File: config.mk
export PLATFORM = sky130hd
export DESIGN_NAME = adc_window_min_max_mean
export DESIGN_NICKNAME = d
export VERILOG_FILES = /design/src/rtl/adcwmm_pkg.sv /design/src/rtl/adcwmm_ctrl.sv /design/src/rtl/adcwmm_dp.sv /design/src/rtl/adc_window_min_max_mean.sv
export SDC_FILE = /design/constraint.sdc
export NUM_CORES = 1
export LEC_CHECK = 0
export ABC_CLOCK_PERIOD_IN_PS = 21900
export BUFFER_PORTS_ARGS = -buffer_cell sky130_fd_sc_hd__clkbuf_2
export CORE_UTILIZATION = 42
export CTS_CLUSTER_SIZE = 10
export DETAILED_ROUTE_END_ITERATION = 10
export PLACE_DENSITY = 0.59
export SYNTH_ARGS = -nofsm -noshare
export SYNTH_HDL_FRONTEND = slang
export SYNTH_SLANG_ARGS = --single-unit
File: constraint.sdc
create_clock -name clk_i -period 21.9 [get_ports clk_i]
set_clock_uncertainty 0.15 [all_clocks]
set_input_delay 6.57 -clock clk_i [delete_from_list [all_inputs] [get_ports clk_i]]
set_output_delay 6.57 -clock clk_i [all_outputs]
set_load 0.1 [all_outputs]
File: src/rtl/adcwmm_pkg.sv
package adcwmm_pkg;

  // Controller states.
  typedef enum logic [1:0] {
    ST_ACCUM,
    ST_DIVIDE,
    ST_SCALE,
    ST_EMIT
  } ctrl_state_e;

  // Which window statistic goes through the shared scaling multiplier.
  typedef enum logic [1:0] {
    SEL_MEAN,
    SEL_MIN,
    SEL_MAX
  } scale_sel_e;

  // Commands from the controller to the datapath.
  typedef struct packed {
    logic       accept;     // a sample word is taken this cycle
    logic       first;      // that word opens a new window
    logic       div_step;   // replace the sum by the window mean
    logic       scale_en;   // scale the selected statistic to millivolts
    scale_sel_e scale_sel;
    logic       load_out;   // load the result registers
  } ctrl_cmd_t;

  // Status from the datapath to the controller.
  typedef struct packed {
    logic out_free;  // the result registers can take a new word this cycle
  } dp_status_t;

endpackage

File: src/rtl/adcwmm_ctrl.sv
module adcwmm_ctrl #(
  parameter int unsigned WINDOW = 20
) (
  input  logic                   clk_i,
  input  logic                   rst_ni,
  input  logic                   in_valid_i,
  output logic                   in_stall_o,
  input  adcwmm_pkg::dp_status_t status_i,
  output adcwmm_pkg::ctrl_cmd_t  cmd_o
);
  import adcwmm_pkg::*;

  localparam int unsigned CNT_W = $clog2(WINDOW);

  ctrl_state_e       state_q, state_d;
  logic [CNT_W-1:0]  cnt_q, cnt_d;
  scale_sel_e        sel_q, sel_d;

  logic accept;
  logic last_sample;

  assign accept      = in_valid_i && (state_q == ST_ACCUM);
  assign last_sample = (cnt_q == CNT_W'(WINDOW - 1));

  // Next state.
  always_comb begin
    state_d = state_q;
    unique case (state_q)
      ST_ACCUM: begin
        if (accept && last_sample) state_d = ST_DIVIDE;
      end
      ST_DIVIDE: begin
        state_d = ST_SCALE;
      end
      ST_SCALE: begin
        if (sel_q == SEL_MAX) state_d = ST_EMIT;
      end
      ST_EMIT: begin
        if (status_i.out_free) state_d = ST_ACCUM;
      end
      default: state_d = ST_ACCUM;
    endcase
  end

  // Counters.
  always_comb begin
    cnt_d  = cnt_q;
    sel_d  = sel_q;
    if (accept) begin
      cnt_d = last_sample ? '0 : cnt_q + 1'b1;
    end
    if (state_q == ST_SCALE) begin
      unique case (sel_q)
        SEL_MEAN: sel_d = SEL_MIN;
        SEL_MIN:  sel_d = SEL_MAX;
        default:  sel_d = SEL_MEAN;
      endcase
    end
  end

  // Outputs.
  always_comb begin
    cmd_o           = '0;
    cmd_o.scale_sel = sel_q;
    in_stall_o      = 1'b1;
    unique case (state_q)
      ST_ACCUM: begin
        in_stall_o      = 1'b0;
        cmd_o.accept    = accept;
        cmd_o.first     = (cnt_q == '0);
      end
      ST_DIVIDE: cmd_o.div_step = 1'b1;
      ST_SCALE:  cmd_o.scale_en = 1'b1;
      ST_EMIT:   cmd_o.load_out = status_i.out_free;
      default:   in_stall_o     = 1'b1;
    endcase
  end

  always_ff @(posedge clk_i or negedge rst_ni) begin
    if (!rst_ni) begin
      state_q <= ST_ACCUM;
      cnt_q   <= '0;
      sel_q   <= SEL_MEAN;
    end else begin
      state_q <= state_d;
      cnt_q   <= cnt_d;
      sel_q   <= sel_d;
    end
  end

endmodule

File: src/rtl/adcwmm_dp.sv
module adcwmm_dp #(
  parameter int unsigned WINDOW      = 20,
  parameter int unsigned SAMPLE_BITS = 12
) (
  input  logic                   clk_i,
  input  logic                   rst_ni,
  input  logic [11:0]            sample_i,
  input  adcwmm_pkg::ctrl_cmd_t  cmd_i,
  output adcwmm_pkg::dp_status_t status_o,
  input  logic                   out_stall_i,
  output logic                   out_valid_o,
  output logic [11:0]            mean_mv_o,
  output logic [11:0]            min_mv_o,
  output logic [11:0]            max_mv_o,
  output logic [1:0]             mean_volts_digit_o,
  output logic [3:0]             mean_tenths_digit_o,
  output logic [3:0]             mean_hundredths_digit_o,
  output logic [1:0]             min_volts_digit_o,
  output logic [3:0]             min_tenths_digit_o,
  output logic [3:0]             min_hundredths_digit_o,
  output logic [1:0]             max_volts_digit_o,
  output logic [3:0]             max_tenths_digit_o,
  output logic [3:0]             max_hundredths_digit_o
);
  import adcwmm_pkg::*;

  localparam int unsigned SUM_W     = SAMPLE_BITS + $clog2(WINDOW);
  localparam int unsigned MV_SCALE  = 52800;
  // Rounded-up reciprocal of the window length; exact for every sum below 2^SUM_W.
  localparam int unsigned DIV_SHIFT = SUM_W + $clog2(WINDOW);
  localparam int unsigned DIV_MUL   = ((1 << DIV_SHIFT) + WINDOW - 1) / WINDOW;
  localparam int unsigned PROD_W    = 2 * SUM_W + 1;

  typedef struct packed {
    logic [1:0] volts;
    logic [3:0] tenths;
    logic [3:0] hundredths;
  } digits_t;

  // Splits a millivolt value below 4000 into volts, tenths and hundredths.
  function automatic digits_t split_mv(input logic [11:0] mv);
    digits_t    d;
    logic [11:0] r1;
    logic [9:0]  r2;
    d = '0;
    for (int k = 1; k <= 3; k++) begin
      if (mv >= 12'(k * 1000)) d.volts = 2'(k);
    end
    r1 = mv - 12'(32'(d.volts) * 1000);
    for (int k = 1; k <= 9; k++) begin
      if (r1 >= 12'(k * 100)) d.tenths = 4'(k);
    end
    r2 = 10'(r1 - 12'(32'(d.tenths) * 100));
    for (int k = 1; k <= 9; k++) begin
      if (r2 >= 10'(k * 10)) d.hundredths = 4'(k);
    end
    return d;
  endfunction

  logic [SAMPLE_BITS-1:0] s;
  logic [SAMPLE_BITS-1:0] min_q, max_q;
  logic [SUM_W-1:0]       sum_q;
  logic [PROD_W-1:0]      div_prod;

  logic [11:0] code;
  logic [27:0] prod;
  logic [11:0] mean_mv_q, min_mv_q, max_mv_q;
  logic        out_valid_q;
  digits_t     mean_dg, min_dg, max_dg;

  assign s        = sample_i[SAMPLE_BITS-1:0];
  assign div_prod = PROD_W'(sum_q) * PROD_W'(DIV_MUL);

  // Running statistics; once the window closes, the sum register takes the
  // mean, found by multiplying with the reciprocal of the window length.
  always_ff @(posedge clk_i) begin
    if (cmd_i.accept) begin
      if (cmd_i.first) begin
        min_q <= s;
        max_q <= s;
        sum_q <= SUM_W'(s);
      end else begin
        if (s < min_q) min_q <= s;
        if (s > max_q) max_q <= s;
        sum_q <= sum_q + SUM_W'(s);
      end
    end else if (cmd_i.div_step) begin
      sum_q <= SUM_W'(div_prod[DIV_SHIFT +: SAMPLE_BITS]);
    end
  end

  // Shared millivolt scaling multiplier.
  always_comb begin
    case (cmd_i.scale_sel)
      SEL_MEAN: code = 12'(sum_q[SAMPLE_BITS-1:0]);
      SEL_MIN:  code = 12'(min_q);
      SEL_MAX:  code = 12'(max_q);
      default:  code = '0;
    endcase
  end

  assign prod = 28'(code) * 28'(MV_SCALE);

  always_ff @(posedge clk_i) begin
    if (cmd_i.scale_en) begin
      case (cmd_i.scale_sel)
        SEL_MEAN: mean_mv_q <= prod[27:16];
        SEL_MIN:  min_mv_q  <= prod[27:16];
        SEL_MAX:  max_mv_q  <= prod[27:16];
        default:  mean_mv_q <= mean_mv_q;
      endcase
    end
  end

  assign mean_dg = split_mv(mean_mv_q);
  assign min_dg  = split_mv(min_mv_q);
  assign max_dg  = split_mv(max_mv_q);

  // Result register.
  always_ff @(posedge clk_i) begin
    if (cmd_i.load_out) begin
      mean_mv_o               <= mean_mv_q;
      min_mv_o                <= min_mv_q;
      max_mv_o                <= max_mv_q;
      mean_volts_digit_o      <= mean_dg.volts;
      mean_tenths_digit_o     <= mean_dg.tenths;
      mean_hundredths_digit_o <= mean_dg.hundredths;
      min_volts_digit_o       <= min_dg.volts;
      min_tenths_digit_o      <= min_dg.tenths;
      min_hundredths_digit_o  <= min_dg.hundredths;
      max_volts_digit_o       <= max_dg.volts;
      max_tenths_digit_o      <= max_dg.tenths;
      max_hundredths_digit_o  <= max_dg.hundredths;
    end
  end

  always_ff @(posedge clk_i or negedge rst_ni) begin
    if (!rst_ni) begin
      out_valid_q <= 1'b0;
    end else if (cmd_i.load_out) begin
      out_valid_q <= 1'b1;
    end else if (!out_stall_i) begin
      out_valid_q <= 1'b0;
    end
  end

  assign out_valid_o       = out_valid_q;
  assign status_o.out_free = !out_valid_q || !out_stall_i;

endmodule

File: src/rtl/adc_window_min_max_mean.sv
// After the window's last sample word is accepted, the result word passes through the divide,
// scale and emit states, and waits longer if the previous result is still stalled. The block
// takes one sample word per cycle inside a window, then stalls its input per window to form
// the mean by reciprocal multiplication, scale three values and load the result.
// Reset (rst_ni low, asynchronous) empties the window and drops any pending result.
module adc_window_min_max_mean #(
  parameter int unsigned WINDOW      = 20,
  parameter int unsigned SAMPLE_BITS = 12
) (
  input  logic        clk_i,
  input  logic        rst_ni,
  input  logic        in_valid_i,
  output logic        in_stall_o,
  input  logic [11:0] sample_i,
  output logic        out_valid_o,
  input  logic        out_stall_i,
  output logic [11:0] mean_mv_o,
  output logic [11:0] min_mv_o,
  output logic [11:0] max_mv_o,
  output logic [1:0]  mean_volts_digit_o,
  output logic [3:0]  mean_tenths_digit_o,
  output logic [3:0]  mean_hundredths_digit_o,
  output logic [1:0]  min_volts_digit_o,
  output logic [3:0]  min_tenths_digit_o,
  output logic [3:0]  min_hundredths_digit_o,
  output logic [1:0]  max_volts_digit_o,
  output logic [3:0]  max_tenths_digit_o,
  output logic [3:0]  max_hundredths_digit_o
);
  import adcwmm_pkg::*;

  // The block collects WINDOW sample words, tracking minimum, maximum and
  // sum. The word that completes a window is part of its statistics. The
  // controller then divides the sum by WINDOW, multiplying by a rounded-up
  // reciprocal, and feeds mean, minimum and maximum in turn through one
  // multiplier that scales a code to millivolts by 52800 / 2^16. A final
  // step splits the three values into digits and loads the result register,
  // which waits for the output side while a new window fills.

  ctrl_cmd_t  cmd;
  dp_status_t status;

  adcwmm_ctrl #(
    .WINDOW (WINDOW)
  ) u_ctrl (
    .clk_i      (clk_i),
    .rst_ni     (rst_ni),
    .in_valid_i (in_valid_i),
    .in_stall_o (in_stall_o),
    .status_i   (status),
    .cmd_o      (cmd)
  );

  adcwmm_dp #(
    .WINDOW      (WINDOW),
    .SAMPLE_BITS (SAMPLE_BITS)
  ) u_dp (
    .clk_i                   (clk_i),
    .rst_ni                  (rst_ni),
    .sample_i                (sample_i),
    .cmd_i                   (cmd),
    .status_o                (status),
    .out_stall_i             (out_stall_i),
    .out_valid_o             (out_valid_o),
    .mean_mv_o               (mean_mv_o),
    .min_mv_o                (min_mv_o),
    .max_mv_o                (max_mv_o),
    .mean_volts_digit_o      (mean_volts_digit_o),
    .mean_tenths_digit_o     (mean_tenths_digit_o),
    .mean_hundredths_digit_o (mean_hundredths_digit_o),
    .min_volts_digit_o       (min_volts_digit_o),
    .min_tenths_digit_o      (min_tenths_digit_o),
    .min_hundredths_digit_o  (min_hundredths_digit_o),
    .max_volts_digit_o       (max_volts_digit_o),
    .max_tenths_digit_o      (max_tenths_digit_o),
    .max_hundredths_digit_o  (max_hundredths_digit_o)
  );

  // A new result never overwrites one that is still held by a stall.
  assert property (@(posedge clk_i) disable iff (!rst_ni)
    cmd.load_out |-> !(out_valid_o && out_stall_i))
    else $error("result overwritten while stalled");

  // Loading the result register always presents a word next cycle.
  assert property (@(posedge clk_i) disable iff (!rst_ni)
    cmd.load_out |=> out_valid_o)
    else $error("loaded result not presented");

  // Scaling is monotonic, so the mean lies between minimum and maximum.
  assert property (@(posedge clk_i) disable iff (!rst_ni)
    out_valid_o |-> (min_mv_o <= mean_mv_o) && (mean_mv_o <= max_mv_o))
    else $error("mean outside minimum and maximum");

  // The mean digits rebuild the millivolt value to within ten.
  assert property (@(posedge clk_i) disable iff (!rst_ni)
    out_valid_o |-> ({20'd0, mean_mv_o} - {30'd0, mean_volts_digit_o} * 32'd1000
                     - {28'd0, mean_tenths_digit_o} * 32'd100
                     - {28'd0, mean_hundredths_digit_o} * 32'd10) < 32'd10)
    else $error("mean digits do not match millivolts");

endmodule

Word-level counts from Yosys, hierarchy flattened
Cells that the tools add are included.
- bits in registers: 153
- memory bits (read-only): 0
- bits of input ports: 16
- word-level logic and storage cells: 217
- bits in writable memories: 0
- memories kept: 0
- bits in latches: 0
- output and inout port bits: 68
- add/sub/neg operators: 8
- order comparisons: 65
- shift-type cells: 0
- equal/unequal tests: 10
- multiply operators: 8
- bitwise gates (word level): 0
- muxes and demuxes: 81
- divide/modulo/power cells: 0
- reduce and logical (&&, ||, !) cells: 20
- operator list (operator ; count):
    $ge 12x10->1 const B ; 15
    $ge 12x9->1 const B ; 9
    $ge 10x6->1 const B ; 9
    $ge 10x7->1 const B ; 9
    $mux 3 ; 24
    $ge 10x5->1 const B ; 6
    $mux 17 ; 3
    $mux 12 ; 4
    $mux 2 ; 22
    $ge 12x11->1 const B ; 3
    $ge 12x12->1 const B ; 3
    $ge 12x7->1 const B ; 3
    $ge 12x8->1 const B ; 3
    $pmux 12 s3 ; 1
    $sub 12x12->12 ; 3
    $mul 17x16->32 const B ; 1
    $ge 10x4->1 const B ; 3
    $sub 10x10->10 ; 3
    $mul 2x7->9 const B ; 3
    $mul 4x5->8 const B ; 3
    $mux 4 ; 6
    $mul 12x10->22 const B ; 1
    $mux 1 ; 18
    $add 17x12->17 ; 1
    other kinds (20) ; 36

Longest topological paths before layout
Gate-level depths: netlist of the first run.
- depth in word-level cells: 27
- mapped depth: 32
- depth with buffers taken out: 31

Hierarchy
Synthesis of the first run repeated with hierarchy kept, for this count alone.
- cells, all modules: 1674
- area total of the unflattened synthesis: 16960.0 µm²
- by module, submodules not included (module ; area an instance (µm²) ; times used ; cells an instance ; sequential area each (µm²)):
    adcwmm_dp ; 16410.7 ; 1 ; 1620 ; 4319.1
    adcwmm_ctrl ; 549.3 ; 1 ; 54 ; 225.2

Worst setup path before layout of the first run
Ideal clock, no wire load.
- path type: input -> register
- from: input port out_stall_i
- to: register u_dp.max_hundredths_digit_o[0] (enable)
- data required time: 21160 ps
- setup time: 590 ps
- buffers on the path: 0
- path slack: 9778 ps
- data arrival time: 11382 ps
- stages on the path: 1
- cells stage by stage: a21boi_0
- word-level cells in the longest chain between the ends: 3
- RTL lines (element ; RTL line ; source):
    start, declared ; adc_window_min_max_mean.sv:16 ; input logic out_stall_i,
    $logic_not 1->1 ; -- ;
    $logic_or 1x1->1 ; adcwmm_dp.sv:148 ; assign status_o.out_free = !out_valid_q || !out_stall_i;
    $mux 1 ; adcwmm_ctrl.sv:66 ; unique case (state_q)
    end signal, assigned ; adcwmm_dp.sv:133 ; max_hundredths_digit_o <= max_dg.hundredths;
    end, declared ; adcwmm_dp.sv:23 ; output logic [3:0] max_hundredths_digit_o
Every way passes these cells.
A chain may end at the register's enable or synchronous reset.

Worst setup path in the final report of the first run
- from: input port sample_i[0]
- to: register u_dp.sum_q[16], data pin
- word-level cells in the longest chain between the ends: 3
- RTL lines (element ; RTL line ; source):
    start, declared ; adc_window_min_max_mean.sv:14 ; input logic [11:0] sample_i,
    $add 17x12->17 ; adcwmm_dp.sv:85 ; sum_q <= sum_q + SUM_W'(s);
    $mux 17 ; adcwmm_dp.sv:78 ; if (cmd_i.first) begin
    $mux 17 ; adcwmm_dp.sv:77 ; if (cmd_i.accept) begin
    end signal, assigned ; adcwmm_dp.sv:81 ; sum_q <= SUM_W'(s);
    end signal, assigned ; adcwmm_dp.sv:85 ;
    end signal, assigned ; adcwmm_dp.sv:88 ; sum_q <= SUM_W'(div_prod[DIV_SHIFT +: SAMPLE_BITS]);
    end, declared ; adcwmm_dp.sv:62 ; logic [SUM_W-1:0] sum_q;
Every way passes these cells.

==> run metrics, run 1 <==
status=completed; DR iter-0 viols=824; first-pass GRT wire length=66,150 µm; crit path cell chain=clkbuf_2 -> ha_1 -> inv_1 -> fa_1 -> nor2b_1 -> o21ai_0 -> a21boi_0 -> o21ai_0 -> a21oi_1 -> o211ai_1 -> a211oi_1 -> xnor2_1 -> nor2_1; Die Ht=205.8 µm; DIE AREA=42,340 µm²; port bufs=83; via count=12,679; Critical path buffers and inverters=2; most frequent cells after synthesis=inv_1, ha_1, edfxtp_1, fa_1; Synth area leaders=edfxtp_1, ha_1, fa_1; dpl hpwl=33,120 µm; Hold Fails Final Rpt=0; R2R setup slack=13.76 ns; core footprint=40,920 µm²; Slew Viols, Final=0; Final ANT Viol Nets=0; Period Utilization, post-route=41.07%; Yosys cell types=93; PnR worst setup slack=12.91 ns; mapped cell area=17,440 µm²; share of synthesized registers carrying an async set or reset=6.536%; Yosys warning count=0; CP arrival=9.06 ns; Mapped Cells=1,734; Die W=205.8 µm; cell row count=74; buffer count from post-CTS setup fixing=0; Fillers=3,862; R2R depth=25; critical path capture point type=register; most numerous cell in the Yosys netlist=inv_1; Vias per Instance=5.368; Crit-path slowest cell=fa_1; highest clock rate=0.1112 GHz; crit path time final=8.993 ns; EDFF count, synth=143; Pre-Repair DR Iteration Count=6; crit path max fanout=5; DRT Wirelength=40,460 µm; Compound-Gate Fraction of Synth Area=14.32%; Synth top area share=24.63%; Hold Path End=u_dp.max_mv_o[0]; hold_sp=u_dp.max_mv_q[0]; Post-Synth Simple-Gate Area=10.18%; gpl congestion=0.8596; H-tree depth=4; NumNets Final=2,266; Max-slew headroom=31.58%; I/O pin cnt=84; largest net degree at the start of global routing=67; Top Family by Delay on Critical Path=compound AO/OA/AOI/OAI gates; DP Area=18,490 µm²; Crit Reg-Reg Startpoint=u_dp.mean_mv_q[5]; Mean Syn Cell Area=10.06 µm²; RSZ-0062 raised after global routing=no; footprint of the multi-input gates=11,610 µm²; Synth area leader=edfxtp_1; number of global-route vias before repair=12,839; CTS tree=built; CP dominant cell by count=o21ai_0; Design Area, Final=19,080 µm²; hold depth=0; routed length per instance=17.13 µm; worst-margin pin slew=1.021 ns; antenna cells=0; TritonCTS Buffers=17; clk sinks=153; initial antenna violation count=0; Resize count post-CTS=0; CP required=21.97 ns; RR Endpoint=u_dp.mean_hundredths_digit_o[2]; Seq cells post-synth=153; register area=4544 µm²; Placement Setup Slack=12.42 ns; clk buf depth=2; crit path kind=primary input to register; ys flop type=edfxtp_1; Remaining Overflow, GRT=0; Post-Synth XOR/XNOR Area=3.839%; cts hold-fix bufs=0; Max Cap Viol=0; total track usage=20.21%; Mapped Nets=2,183; share of cells above drive strength 1=9.180%; Setup Total Neg Slack=0 ns; clk_lat worst skew=0.47 ns; final core utilization=46.62%; initial core utilization=42.61%; Hold Crit Class=register to register; DRC=0; sequential area share after synthesis=26.06%; mux contribution to synthesized area=1.457%; Largest stage delay, worst path=0.38 ns; crit start category=primary input; final setup fails=0; clock root cell=clkbuf_16; Post-Synth Adder-Cell Area=36.70%; P&R area growth vs syn=9.407%; clock slew seen by the registers of the worst setup and hold paths=0.07 ns; main combinational cell family by area after synthesis=adder cells
==> metal layers <==
metal	routed length, µm	track usage [%]	vias to the layer above
met3	1444	3.294	51
met2	18780	33.39	262
met5	0	0	-
met4	747	5.820	0
met1	19490	27.14	6071
li1	-	-	6295
==> through the flow <==
| step | instances | hold WS [ns] |
|---|---|---|
| 2_1_floorplan | 1734 | 0.2503 |
| 3_3_place_gp | 2330 | 0.2558 |
| 3_5_place_dp | 2330 | 0.2581 |
| 4_1_cts | 2362 | 0.2696 |
| 5_1_grt | 2362 | 0.2810 |
| 6_report | 2362 | 0.2662 |
==> logic make-up after synthesis <==
kind of cell             count (synthesis)
AO/OA/AOI/OAI                          359
multiplexers                            24
adder cells (fa/ha/maj)                435
AND/OR/NAND/NOR                        349
buffers and inverters                  343
XOR/XNOR                                71
flip-flops                             153
==> registers in the layout, indices dropped and copies added (netlist names), 4 cells and up <==
| signal | cells |
|---|---|
| u_dp.mean_tenths_digit_o | 4 |
| u_ctrl.cnt_q | 5 |
| u_dp.min_q | 12 |
| u_dp.min_mv_q | 12 |
| u_dp.max_q | 12 |
| u_dp.mean_mv_o | 12 |
| u_dp.mean_mv_q | 12 |
| u_dp.sum_q | 17 |
| u_dp.max_hundredths_digit_o | 4 |
| u_dp.max_mv_o | 12 |
| u_dp.max_mv_q | 12 |
| u_dp.min_hundredths_digit_o | 4 |
| u_dp.min_mv_o | 12 |
| u_dp.mean_hundredths_digit_o | 4 |
| u_dp.min_tenths_digit_o | 4 |
| u_dp.max_tenths_digit_o | 4 |
==> cell type report <==
class / instances / area share, %
clock buffers: 19 / 2.269
clock inverters: 13 / 0.8264
inverters: 316 / 6.218
multi-input cells: 1238 / 60.88
flip-flops and latches: 153 / 23.82
well taps: 532 / 3.489
repair buffers: 91 / 2.492
==> worst max path at each step <==
stage / from / end / depth (start not counted)
after global routing: sample_i[0] / u_dp.sum_q[14] / 13
final: sample_i[0] / u_dp.sum_q[16] / 13
after CTS: sample_i[0] / u_dp.sum_q[16] / 13
after floorplan: out_stall_i / u_dp.max_hundredths_digit_o[0] / 1
after global placement: sample_i[1] / u_dp.min_q[0] / 11
after detailed placement: sample_i[0] / u_dp.sum_q[16] / 13
==> cells in the final DEF (no fill, tap or decap), types with 12 or more instances in the layout <==
cell type	Yosys	final
inv_1	313	313
ha_1	305	305
edfxtp_1	143	143
fa_1	128	128
clkbuf_2	1	83
nor2_1	79	79
a21oi_1	79	79
nand2_1	74	74
o21ai_0	73	73
xnor2_1	42	42
nor3_1	34	33
nor2b_1	27	27
a21o_1	27	27
xor2_1	25	25
mux2i_1	22	22
nand3_1	22	22
nand4_1	18	18
nor4_1	18	18
o211ai_1	18	18
clkbuf_16	0	17
o21a_1	16	16
a31oi_1	16	16
o31ai_1	14	14
and3_1	14	14
or3_1	14	14
nand2b_1	12	12
Power of run 1 is not shown: default switching activity piles up to over one toggle a cycle in this logic, so the estimate is an artifact.
==> run 2, diff against run 1 <==
--- a/config.mk
+++ b/config.mk
@@ -5,12 +5,12 @@
 export SDC_FILE = /design/constraint.sdc
 export NUM_CORES = 1
 export LEC_CHECK = 0
-export ABC_CLOCK_PERIOD_IN_PS = 21900
+export ABC_CLOCK_PERIOD_IN_PS = 7600
 export BUFFER_PORTS_ARGS = -buffer_cell sky130_fd_sc_hd__clkbuf_2
 export CORE_UTILIZATION = 42
 export CTS_CLUSTER_SIZE = 10
 export DETAILED_ROUTE_END_ITERATION = 10
-export PLACE_DENSITY = 0.59
+export PLACE_DENSITY = 0.61
 export SYNTH_ARGS = -nofsm -noshare
 export SYNTH_HDL_FRONTEND = slang
 export SYNTH_SLANG_ARGS = --single-unit
==> constraint.sdc (replaced) <==
create_clock -name clk_i -period 7.6 [get_ports clk_i]
set_clock_uncertainty 0.15 [all_clocks]
set_input_delay 2.28 -clock clk_i [delete_from_list [all_inputs] [get_ports clk_i]]
set_output_delay 2.28 -clock clk_i [all_outputs]
set_load 0.1 [all_outputs]
==> run 2 against run 1 <==
Global-route usage is 0.16 points lower; hold slack better by 0.0041 ns; wire length is 1.4% higher; first-iteration DRC count is 17% lower; setup slack worse by 13 ns; largest cell class unchanged; clock-buffer cell count is 1 lower; flip-flop and latch count stayed put; non-clock buffer count is 33 higher; cell area is 1.6% higher.
==> run metrics, run 2 (synthesis results as in run 1) <==
critical path capture point type=register; worst-margin pin slew=1.241 ns (+0.2206 ns); core footprint=40,920 µm² (unchanged); Hold Crit Class=register to register; Pre-Repair DR Iteration Count=5 (-1); max reg flops=17 (unchanged); Max-slew headroom=17.24% (-14 points); crit path kind=register to register; CTS tree=built; total track usage=20.06% (-0.16 points); crit path time final=7.408 ns; highest clock rate=0.1350 GHz; final setup fails=0 (unchanged); Fillers=3,799 (-1.6%); status=completed; largest net degree at the start of global routing=67 (unchanged); H-tree depth=4 (unchanged); clk_lat worst skew=0.45 ns (-0.02 ns); clk sinks=153 (unchanged); antenna cells=0 (unchanged); TritonCTS Buffers=17 (unchanged); Remaining Overflow, GRT=0 (unchanged); share of cells above drive strength 1=11.28% (+2.1 points); commonest non-fill, non-tap cell in the layout=inv_1; DP Area=18,580 µm² (+0.53%); Final ANT Viol Nets=0 (unchanged); NumNets Final=2,299 (+1.5%); DRC=0 (unchanged); clock root cell=clkbuf_16; crit start category=register; CP required=7.75 ns (-14.22 ns); crit path max fanout=5 (unchanged); clk buf depth=2 (unchanged); DIE AREA=42,340 µm² (unchanged); Period Utilization, post-route=97.47%; cell row count=74 (unchanged); I/O pin cnt=84 (unchanged); gpl congestion=0.8864 (+3.1%); Slew Viols, Final=0 (unchanged); Design Area, Final=19,370 µm² (+1.6%); Die W=205.8 µm (unchanged); clock slew seen by the registers of the worst setup and hold paths=0.07 ns (about the same); Vias per Instance=5.376 (+0.14%); Max Cap Viol=0 (unchanged); number of global-route vias before repair=12,757 (-0.64%); most frequent cells in the layout=inv_1, ha_1, edfxtp_1, fa_1, clkbuf_2; Hold Fails Final Rpt=0 (unchanged); first-pass GRT wire length=66,100 µm (about the same); Setup Total Neg Slack=0 ns (unchanged); routed length per instance=17.14 µm (about the same); Die Ht=205.8 µm (unchanged); DRT Wirelength=41,030 µm (+1.4%); CP arrival=7.56 ns (-1.50 ns); via count=12,869 (+1.5%); port bufs=83 (unchanged); initial core utilization=42.61% (unchanged); initial antenna violation count=0 (unchanged); dpl hpwl=33,240 µm (+0.35%); Largest Register=u_dp.sum_q; DR iter-0 viols=682 (-17%); P&R area growth vs syn=11.11%; worst hold margin=0.2703 ns (+0.004099 ns)
-- run 2: through the flow --
| step | utilization [%] | std cells | setup slack (ns) |
|---|---|---|---|
| after floorplan | - | 1734 | 0.5829 |
| after global placement | 45.41 | 2343 | 0.3440 |
| after detailed placement | 45.41 | 2343 | 0.1779 |
| after CTS | 46.87 | 2374 | 0.1194 |
| after global routing | 47.34 | 2394 | -0.1484 |
| final | 47.34 | 2394 | 0.1922 |
-- run 2: final timing paths --
check | start | end | slack (ns) | cells after the start
setup / recovery | u_dp.mean_mv_q[7] | u_dp.mean_hundredths_digit_o[2] | 0.19 | 26
hold / removal | u_dp.mean_mv_q[0] | u_dp.mean_mv_o[0] | 0.27 | 0
setup reg to reg | u_dp.mean_mv_q[7] | u_dp.mean_hundredths_digit_o[2] | 0.19 | 26
hold reg to reg | u_dp.mean_mv_q[0] | u_dp.mean_mv_o[0] | 0.27 | 0
max in group asynchronous | rst_ni | u_ctrl.sel_q[1] | 5.49 | 1
min in group asynchronous | rst_ni | u_ctrl.cnt_q[1] | 1.56 | 1
-- run 2: cell type report --
cell class | count | area [µm²] | share of cell area, %
Multi-Input combinational cell | 1238 | 11660 | 60.17
Sequential cell | 153 | 4544 | 23.46
Inverter | 316 | 1186 | 6.122
Timing Repair Buffer | 124 | 723.2 | 3.733
Tap cell | 532 | 665.6 | 3.436
Clock buffer | 18 | 429.2 | 2.215
Clock inverter | 13 | 168.9 | 0.8718
-- run 2: worst max-delay path, stage by stage, from the launching register on --
cell and delay, ns:
edfxtp_1 0.41, nand4_1 0.25, nor2_1 0.26, a21oi_2 0.12, ha_1 0.29, nor2b_1 0.16
nor4_1 0.36, o21ai_0 0.31, a211oi_2 0.39, nor3b_2 0.11, or2_1 0.30, a211oi_1 0.34
o21bai_1 0.20, a211oi_1 0.10, buf_4 0.18, ha_1 0.28, ha_1 0.16, inv_1 0.05
fa_1 0.37, xor2_1 0.16, ha_1 0.36, or4b_2 0.62, a2111oi_1 0.38, a221oi_1 0.15
o21a_1 0.15, or4_1 0.49, o211ai_1 0.16
-- run 2: layer usage --
layer	track usage, %	vias to the layer above	wire (µm)
met5	0	-	0
met1	26.28	6182	19060
met3	3.215	39	1584
li1	-	6361	-
met2	34.51	287	19830
met4	4.497	0	553
-- run 2: what timing repair did --
action                                  in CTS  in global routing
hold buffers                                 0                  0
resized for setup                            0                 15
endpoints found under the setup margin       0                  5
setup buffers                                0                 20
Power of run 2 is left out for the same reason.
